$ cat src/rtl/hnsc_pkg.sv
// Package for the H.265 start code splitter: result record, header constants
// and the counted-type check. No dependencies.
`default_nettype none

package hnsc_pkg;

	localparam int OFFSET_BITS_DEF = 32;
	localparam int OUT_BITS        = 32;
	localparam int TYPE_BITS       = 6;

	localparam logic [31:0] START_CODE  = 32'h0000_0001;
	localparam logic [7:0]  TYPE_MASK   = 8'h7E;
	localparam logic [2:0]  FILL_FULL   = 3'd4;
	localparam logic [5:0]  TYPE_LAST_LOW = 6'd21;
	localparam logic [5:0]  TYPE_RSV_A  = 6'd19;
	localparam logic [5:0]  TYPE_RSV_B  = 6'd20;
	localparam logic [5:0]  TYPE_VPS    = 6'd32;

	// tdata packing of a result, lowest bit first
	localparam int TDATA_BITS = 104;

	typedef struct packed {
		logic [OUT_BITS-1:0]  vps_total;
		logic [OUT_BITS-1:0]  segment_length;
		logic                 length_valid;
		logic [TYPE_BITS-1:0] unit_type;
		logic [OUT_BITS-1:0]  start_offset;
	} result_t;

	// Unit types that close a counted segment
	function automatic logic type_counted(input logic [TYPE_BITS-1:0] t);
		logic low_ok;
		low_ok = (t <= TYPE_LAST_LOW) && (t != TYPE_RSV_A) && (t != TYPE_RSV_B);
		return low_ok || (t == TYPE_VPS);
	endfunction

endpackage

`default_nettype wire

$ cat src/rtl/hevc_nal_start_code_splitter_core.sv
// Top level of the H.265 Annex B start code splitter.
// Instantiates hnsc_scan and hnsc_out_reg; depends on hnsc_pkg.
//
// Usage:
//   Slave side: one stream byte per transaction on s_tdata.
//   Master side: one transaction per NAL header that follows a four-byte
//   start code 00 00 00 01. Three-byte start codes are not recognized.
//   m_tuser carries length_valid: high when this unit closes a counted
//   segment (types 0..21 other than 19 and 20, or 32), and then
//   segment_length is the byte distance from the previous counted boundary.
//   The first start code of the stream is reported but never counted.
// Path: a header byte passes the input register, then the result register,
//   before it is presented on m_tvalid.
// Throughput: one byte per clock unless a stall drops s_tready; the only
//   loop is the update of the offset, history and boundary registers.
// Reset: arst_n clears history, offsets, the first-code flag, the VPS
//   count and both valid flags; no start code matches until four real
//   bytes have arrived.
// Stall: while m_tready is low a waiting result holds; bytes without a
//   header keep flowing, and s_tready drops only when a header byte
//   finds the result register still full.
`default_nettype none

module hevc_nal_start_code_splitter_core #(
	parameter int OFFSET_BITS = hnsc_pkg::OFFSET_BITS_DEF
) (
	input  wire                              clk,
	input  wire                              arst_n,
	input  wire                              s_tvalid,
	output logic                             s_tready,
	input  wire  [7:0]                       s_tdata,  // data_byte[7:0]
	output logic                             m_tvalid,
	input  wire                              m_tready,
	// start_offset[31:0], unit_type[37:32], segment_length[69:38],
	// vps_total[101:70], zero fill [103:102]
	output logic [hnsc_pkg::TDATA_BITS-1:0]  m_tdata,
	output logic                             m_tuser   // length_valid
);
	import hnsc_pkg::*;

	logic    res_valid;
	logic    res_ready;
	result_t res;
	result_t out_res;

	// Detect headers and advance the stream position
	hnsc_scan #(
		.OFFSET_BITS(OFFSET_BITS)
	) u_scan (
		.clk      (clk),
		.arst_n   (arst_n),
		.in_valid (s_tvalid),
		.in_ready (s_tready),
		.in_byte  (s_tdata),
		.res_valid(res_valid),
		.res_ready(res_ready),
		.res      (res)
	);

	// Hold the result until the sink takes it
	hnsc_out_reg u_out (
		.clk      (clk),
		.arst_n   (arst_n),
		.in_valid (res_valid),
		.in_ready (res_ready),
		.in_res   (res),
		.out_valid(m_tvalid),
		.out_ready(m_tready),
		.out_res  (out_res)
	);

	// Pack fields, lowest first
	assign m_tdata = {2'b00, out_res.vps_total, out_res.segment_length,
	                  out_res.unit_type, out_res.start_offset};
	assign m_tuser = out_res.length_valid;

	a_seg_zero: assert property (@(posedge clk) disable iff (!arst_n)
		(m_tvalid && !m_tuser) |-> (m_tdata[69:38] == '0))
		else $error("segment length set on an uncounted unit");

	a_drop_only_taken: assert property (@(posedge clk) disable iff (!arst_n)
		$fell(m_tvalid) |-> $past(m_tready))
		else $error("result dropped without a transaction");

	a_ready_when_empty: assert property (@(posedge clk) disable iff (!arst_n)
		res_ready |-> s_tready)
		else $error("input stalled with a free result register");

endmodule

`default_nettype wire

$ cat src/rtl/hnsc_scan.sv
// Input stage and start code detector: holds the byte history, offsets and
// VPS count, and forms one result record per header. Depends on hnsc_pkg.
`default_nettype none

module hnsc_scan #(
	parameter int OFFSET_BITS = hnsc_pkg::OFFSET_BITS_DEF
) (
	input  wire                    clk,
	input  wire                    arst_n,
	input  wire                    in_valid,
	output logic                   in_ready,
	input  wire  [7:0]             in_byte,
	output logic                   res_valid,
	input  wire                    res_ready,
	output hnsc_pkg::result_t      res
);
	import hnsc_pkg::*;

	localparam int EXT_BITS = OFFSET_BITS + OUT_BITS;

	logic                   valid_s1;
	logic [7:0]             data_byte_s1;
	logic [31:0]            hist_q;
	logic [2:0]             fill_q;
	logic [OFFSET_BITS-1:0] offset_q;
	logic [OFFSET_BITS-1:0] last_boundary_q;
	logic                   first_seen_q;
	logic [OUT_BITS-1:0]    vps_q;

	logic                   hit;
	logic                   advance;
	logic [7:0]             masked;
	logic [TYPE_BITS-1:0]   utype;
	logic                   counted;
	logic [OFFSET_BITS-1:0] start;
	logic [OFFSET_BITS-1:0] seg;
	logic [EXT_BITS-1:0]    start_ext;
	logic [EXT_BITS-1:0]    seg_ext;
	logic [OUT_BITS-1:0]    vps_next;

	always_comb begin
		hit       = (fill_q == FILL_FULL) && (hist_q == START_CODE);
		masked    = data_byte_s1 & TYPE_MASK;
		utype     = masked[TYPE_BITS:1];
		counted   = first_seen_q && type_counted(utype);
		start     = offset_q - OFFSET_BITS'(4);
		seg       = start - last_boundary_q;
		start_ext = {{OUT_BITS{1'b0}}, start};
		seg_ext   = {{OUT_BITS{1'b0}}, seg};
		vps_next  = (first_seen_q && (utype == TYPE_VPS)) ? vps_q + OUT_BITS'(1) : vps_q;

		advance   = valid_s1 && (!hit || res_ready);
		in_ready  = !valid_s1 || advance;
		res_valid = valid_s1 && hit;

		res.start_offset   = start_ext[OUT_BITS-1:0];
		res.unit_type      = utype;
		res.length_valid   = counted;
		res.segment_length = counted ? seg_ext[OUT_BITS-1:0] : '0;
		res.vps_total      = vps_next;
	end

	always_ff @(posedge clk or negedge arst_n) begin
		if (!arst_n) begin
			valid_s1 <= 1'b0;
		end else if (in_ready) begin
			valid_s1 <= in_valid;
		end
	end

	always_ff @(posedge clk) begin
		if (in_ready && in_valid) begin
			data_byte_s1 <= in_byte;
		end
	end

	always_ff @(posedge clk or negedge arst_n) begin
		if (!arst_n) begin
			hist_q          <= '0;
			fill_q          <= '0;
			offset_q        <= '0;
			last_boundary_q <= '0;
			first_seen_q    <= 1'b0;
			vps_q           <= '0;
		end else if (advance) begin
			hist_q   <= {hist_q[23:0], data_byte_s1};
			offset_q <= offset_q + OFFSET_BITS'(1);
			if (fill_q != FILL_FULL) begin
				fill_q <= fill_q + 3'd1;
			end
			if (hit) begin
				first_seen_q <= 1'b1;
				vps_q        <= vps_next;
				if (counted) begin
					last_boundary_q <= start;
				end
			end
		end
	end

	a_offset_step: assert property (@(posedge clk) disable iff (!arst_n)
		advance |=> offset_q == $past(offset_q) + OFFSET_BITS'(1))
		else $error("offset did not advance by one byte");

	a_vps_step: assert property (@(posedge clk) disable iff (!arst_n)
		1'b1 |=> (vps_q == $past(vps_q)) || (vps_q == $past(vps_q) + OUT_BITS'(1)))
		else $error("VPS count jumped");

	a_boundary_move: assert property (@(posedge clk) disable iff (!arst_n)
		(advance && hit && counted) |=> last_boundary_q == $past(start))
		else $error("counted boundary not recorded");

endmodule

`default_nettype wire

$ cat src/rtl/hnsc_out_reg.sv
// Result register toward the master side; frees as soon as the sink takes
// its transaction. Depends on hnsc_pkg.
`default_nettype none

module hnsc_out_reg (
	input  wire                    clk,
	input  wire                    arst_n,
	input  wire                    in_valid,
	output logic                   in_ready,
	input  hnsc_pkg::result_t      in_res,
	output logic                   out_valid,
	input  wire                    out_ready,
	output hnsc_pkg::result_t      out_res
);
	import hnsc_pkg::*;

	logic    valid_q;
	result_t res_q;

	assign in_ready  = !valid_q || out_ready;
	assign out_valid = valid_q;
	assign out_res   = res_q;

	always_ff @(posedge clk or negedge arst_n) begin
		if (!arst_n) begin
			valid_q <= 1'b0;
		end else if (in_ready) begin
			valid_q <= in_valid;
		end
	end

	always_ff @(posedge clk) begin
		if (in_ready && in_valid) begin
			res_q <= in_res;
		end
	end

endmodule

`default_nettype wire
$ cat config.mk
export PLATFORM = sky130hd
export DESIGN_NAME = hevc_nal_start_code_splitter_core
export DESIGN_NICKNAME = d
export VERILOG_FILES = /design/src/rtl/hnsc_pkg.sv /design/src/rtl/hevc_nal_start_code_splitter_core.sv /design/src/rtl/hnsc_scan.sv /design/src/rtl/hnsc_out_reg.sv
export SDC_FILE = /design/constraint.sdc
export NUM_CORES = 1
export LEC_CHECK = 0
export CAP_MARGIN = 10
export CORE_AREA = 10 10 176 178
export CTS_CLUSTER_DIAMETER = 50
export DETAILED_ROUTE_END_ITERATION = 6
export DIE_AREA = 0 0 186 188
export DONT_BUFFER_PORTS = 1
export SKIP_LAST_GASP = 1
export SYNTH_ARGS = -nofsm -noshare
export SYNTH_HDL_FRONTEND = slang
export SYNTH_HIERARCHICAL = 1
export SYNTH_SLANG_ARGS = --single-unit
$ cat constraint.sdc
create_clock -name clk -period 4.5 [get_ports clk]
set_input_delay 0.45 -clock clk [delete_from_list [all_inputs] [get_ports clk]]
set_output_delay 0.45 -clock clk [all_outputs]
set_load 0.01 [all_outputs]
* Yosys cells after proc, flatten, opt, wreduce, memory -nomap -nowiden
Cells that the tools add are included.
** Cells by class
- Multiplexer cells :: 1
- Equality and inequality tests :: 6
- Reductions and logical operators :: 19
- Add/sub/neg operators :: 5
- Magnitude comparators :: 1
** Operators by type and width (number)
- $add 32x1->32 const B :: 2
- $eq 32x1->1 const B :: 1
- $mux 32 :: 1
- $sub 32x3->32 const B :: 1
- $sub 32x32->32 :: 1
- $ne 6x5->1 const B :: 2
- $logic_and 1x1->1 :: 9
- $eq 6x6->1 const B :: 1
- $le 6x5->1 const B :: 1
- $logic_or 1x1->1 :: 4
- $reduce_and 2->1 :: 2
- $add 3x1->3 const B :: 1
- $eq 3x3->1 const B :: 1
- $logic_not 1->1 :: 3
- $ne 3x3->1 const B :: 1
- $reduce_and 3->1 :: 1
** Word-level totals
- Word-level logic and storage cells :: 46
- Register bits after elaboration :: 245
- Output and inout port bits :: 107
- Input bits :: 12

* Longest topological paths before layout
- Word-level depth :: 7
- Gate-level depth with buffers :: 16
- Gate-level depth less buffers :: 15

* Hierarchy
The synthesis kept the hierarchy.
** By module, submodules not included
- hnsc_scan :: times used 1, cells an instance 985, area each 9027.4 µm², sequential area each 3568.4 µm²
- hnsc_out_reg :: times used 1, cells an instance 107, area each 3146.8 µm², sequential area each 3118.0 µm²
- hevc_nal_start_code_splitter_core :: times used 1, cells an instance 3, area each 18.8 µm², sequential area each 0.0 µm²

* Least setup slack after synthesis
OpenSTA, ideal clock, no wires.
- Path type :: flip-flop to flip-flop
- From :: register u_scan.offset_q[4]
- To :: register u_out.res_q, in the netlist u_out/out_res[68] (data pin)
- Data required time :: 4.365 ns
- Library setup time :: 0.135 ns
- Cell stages (with the launch flop) :: 16
- Arrival :: 3.764 ns
- Path slack :: 0.601 ns
- Clock period less this slack :: 3.899 ns
- Buffers on the path :: 2
- Cells stage by stage :: dfrtp_1 > buf_2 > nor3_2 > or3b_1 > or4_1 > nor3_2 > xor2_1 > ha_1 > clkbuf_1 > nand2_1 > o21ai_0 > a211oi_1 > o31ai_1 > a21oi_1 > or4_1 > nand3_1
** RTL lines
- from (decl) :: RTL line hnsc_scan.sv:25 : logic [OFFSET_BITS-1:0] offset_q;
- from (signal assigned) :: RTL line hnsc_scan.sv:87 : offset_q <= offset_q + OFFSET_BITS'(1);
- to (signal assigned) :: RTL line hnsc_out_reg.sv:34 : res_q <= in_res;
- to (decl) :: RTL line hnsc_out_reg.sv:18 : result_t res_q;

==> results by group <==
Outcome
  – Status: completed

Yosys
  – Commonest cells in the netlist: 134 x dfrtp_1, 122 x nor2_1, 111 x edfxtp_1, 72 x xor2_1, 70 x nand2_1
  – Asr flop ratio synth: 0.547
  – Register area share after synthesis: 0.548
  – Distinct cells, synth: 74
  – Post-synth EDFFs: approximately 110
  – Avg Inst Size Synth: about 11 sq um
  – Share of Yosys cell area claimed by the top area cell type: 0.275
  – Top FF cell, synth: dfrtp_1
  – Synth area leader: dfrtp_1
  – Count leader, synth: dfrtp_1
  – Seq cells post-synth: about 250
  – Synth top area cells: dfrtp_1 28%, edfxtp_1 27%, xor2_1 5.2%
  – Cells after synthesis: approximately 1100
  – Yosys warns: 6
  – Synthesized cell area: between 10000 and 15000 sq um

Timing
  – Tightest Pin Transition: 751 ps
  – Unrepaired setup endpoints after global routing: yes
  – Setup ws final: 312 ps
  – Fin. Hold Viols: 0
  – Setup Skew: between 20 and 25 ps
  – Final period util: 0.931
  – Min cycle time layout: about 4200 ps
  – Final Setup Violations: 0
  – Slew Limit Fails: 0
  – Fmax: between 200 and 250 MHz
  – Rel. slew slack: 0.499

Clock network
  – Post-CTS Setup Bufs: 0
  – Clock Latency Late Sink: approximately 500 ps
  – CTS Buf Count: 34
  – CTS tree: yes
  – Clock-pin slew on the worst setup and hold paths: ~50 ps
  – Clk Tree Root Cell: clkbuf_16
  – Max clock buf depth: 3
  – Clock H-tree levels: 2
  – Clock Sink Count: 245

Power and ir drop
  – PwrDens: 438 nW/um^2
  – Total power: ~6.0 mW
  – Worst VDD drop: 0.000252 V
  – Lkg Pwr: about 6.1 nW
  – Combinational power share: 0.115
  – Net Sw Frac: 0.250
  – Switching pwr: 1.51 mW
  – Sequential Power Share: 0.429
  – Clock power share: 0.456
  – Power Internal: ~4.5 mW

GRT
  – Number of global-route vias before repair: around 8000
  – First-pass GRT wire length: 41600 um
  – Pin count of the biggest net entering global routing: 135
  – GRT overflow: 0
  – Gr usage total: 0.147
  – Number of antenna violations at the first check in global routing: 0

Placement
  – GPL Wtd Cong: around 0.86
  – HPWL after DPL: between 15000 and 20000 um
  – IO Port Bufs: 0
  – Dpl ws: approximately 110 ps

Critical path
  – CP Class: reg2reg
  – Worst EP required: around 4700 ps
  – Worst setup SP type: register
  – FF-to-FF setup slack: ~310 ps
  – CP max stage delay: about 590 ps
  – Crit Path Max Fanout: 6
  – Worst-path cell with the longest stage delay: nor4_1
  – Worst setup path start: u_scan/offset_q[2]$_DFFE_PN0P_
  – Reg2Reg Depth: 14
  – Launching point of the worst reg2reg path: u_scan/offset_q[2]$_DFFE_PN0P_
  – CP Capture Type: register
  – Critical Path Sink: u_out/out_res[64]$_DFFE_PP_
  – R2r endpoint: u_out/out_res[64]$_DFFE_PP_
  – CP arrival: between 4000 and 5000 ps
  – CP Cell Sequence: inv_1 > ha_1 > nor3b_2 > nand2b_1 > or4_1 > xnor2_1 > ha_1 > a21oi_1 > o21ai_0 > nor4_1 > o31ai_1 > a21oi_1 > xor2_1 > nor2_1

Die
  – Core ar.: 27500 sq um
  – # rows: between 60 and 70
  – Die Wd: roughly 190 um
  – Ports: around 120
  – DIE HEIGHT: between 150 and 200 um
  – Initial Util: 0.444
  – Die area: ~35000 sq um

Min path
  – HP Class: in2reg

Finish
  – Ratio of cells with drive above 1 in the final layout: 0.133
  – Nets: 1149
  – Antenna Cells: 0
  – Syn-to-layout area delta: 12.8%

Routing
  – Vias/cell: approximately 5.3
  – DR iter-0 viols: about 550
  – Post-DRT Antenna Nets: 0
  – WL per Instance: around 17 um
  – Final WL: 25300 um
  – Residual DRC count: 0
  – Pre-Repair DR Iteration Count: 5
  – Routed vias: ~7800

Run
  – Max-Cap Viols: 0
-- worst min-delay path by stage --
stage                    start  cells after the start                               end  slack (ps)
floorplan               arst_n                      0       u_out/out_valid$_DFFE_PN0P_         150
global placement        arst_n                      0      u_scan/vps_q[29]$_DFFE_PN0P_         160
detailed placement      arst_n                      0      u_scan/vps_q[29]$_DFFE_PN0P_         160
CTS                 s_tdata[5]                      0  u_scan/data_byte_s1[5]$_DFFE_PP_          30
global route        s_tdata[1]                      0  u_scan/data_byte_s1[1]$_DFFE_PP_          20
finish              s_tdata[6]                      0  u_scan/data_byte_s1[6]$_DFFE_PP_          50
-- placed cells by master (no fill, tap or decap), drive strengths merged, types with 41 or more instances in the layout --
master	netlist	final
a21oi	62	62
clkbuf	26	41
dfrtp	134	134
edfxtp	111	111
inv	57	62
mux2	44	44
nand2	72	72
nor2	122	122
xnor2	70	70
xor2	72	72
-- final cells by class --
cell class	instances	area [sq um]
multi-input cells	743	5060
repair buffers	17	163
well taps	346	433
fillers	2468	13700
clock inverters	21	243
clock buffers	41	951
flip-flops and latches	245	6690
inverters	58	218
-- power groups by stage --
stage | Clock, mW | Sequential, mW | Combinational [mW]
finish | 2.75 | 2.58 | 0.696
detailed placement | 0 | 2.63 | 0.665
floorplan | 0 | 2.57 | 0.582
global placement | 0 | 2.62 | 0.655
global route | 2.93 | 2.60 | 0.789
CTS | 2.82 | 2.58 | 0.700
-- critical path, delay by kind of cell (launching register included) --
kind / cells / cell delay (ps)
xor+xnor: 2 / 460
fa+ha+maj: 2 / 570
simple gates: 5 / 1540
buf+inv: 1 / 160
compound gates: 4 / 800
flops: 1 / 430
-- per-stage QoR --
step | cell area, sq um | std cells | TNS (ps) | hold WS, ps | utilization
floorplan | 12200 | 1096 | 0 | 154 | -
global placement | 12500 | 1407 | 0 | 165 | 0.455
detailed placement | 12500 | 1407 | 0 | 164 | 0.455
CTS | 13700 | 1471 | 0 | 26.5 | 0.500
global route | 13800 | 1471 | -17.6 | 22.2 | 0.501
finish | 13800 | 1471 | 0 | 52.1 | 0.501
-- layer usage --
layer  GRT usage  vias up  part of all wire  wire length (um)
li1            -     3830                 -                 -
met1       0.192     3755              0.46             11700
met2       0.230      189              0.46             11500
met3      0.0427       37             0.060              1510
met4      0.0431        0             0.022               544
met5           0        -                 0                 0
-- kinds of logic after synthesis --
kind of cell | Yosys count | share of synthesized area
flops | 245 | 0.548
simple gates | 379 | 0.162
xor+xnor | 142 | 0.103
mux | 45 | 0.0415
buf+inv | 108 | 0.0386
other cells | 1 | 0.000308
fa+ha+maj | 38 | 0.0396
compound gates | 137 | 0.0673
-- state kept, by name, indices dropped and copies added (netlist names) --
signal	cells
u_scan/vps_q	32
u_scan/fill_q	3
u_scan/last_boundary_q	32
u_scan/hist_q	32
u_out/out_res	103
u_scan/first_seen_q	1
u_out/out_valid	1
u_scan/offset_q	32
u_scan/valid_s1	1
u_scan/data_byte_s1	8
-- what timing repair did --
action / 4_1_cts / 5_1_grt
endpoints found under the setup margin: 0 / 3
gates resized for setup: 0 / 4
endpoints found under the hold margin: 134 / 0
hold buffers: 2 / 0
Power figures use the tool's default switching activity.
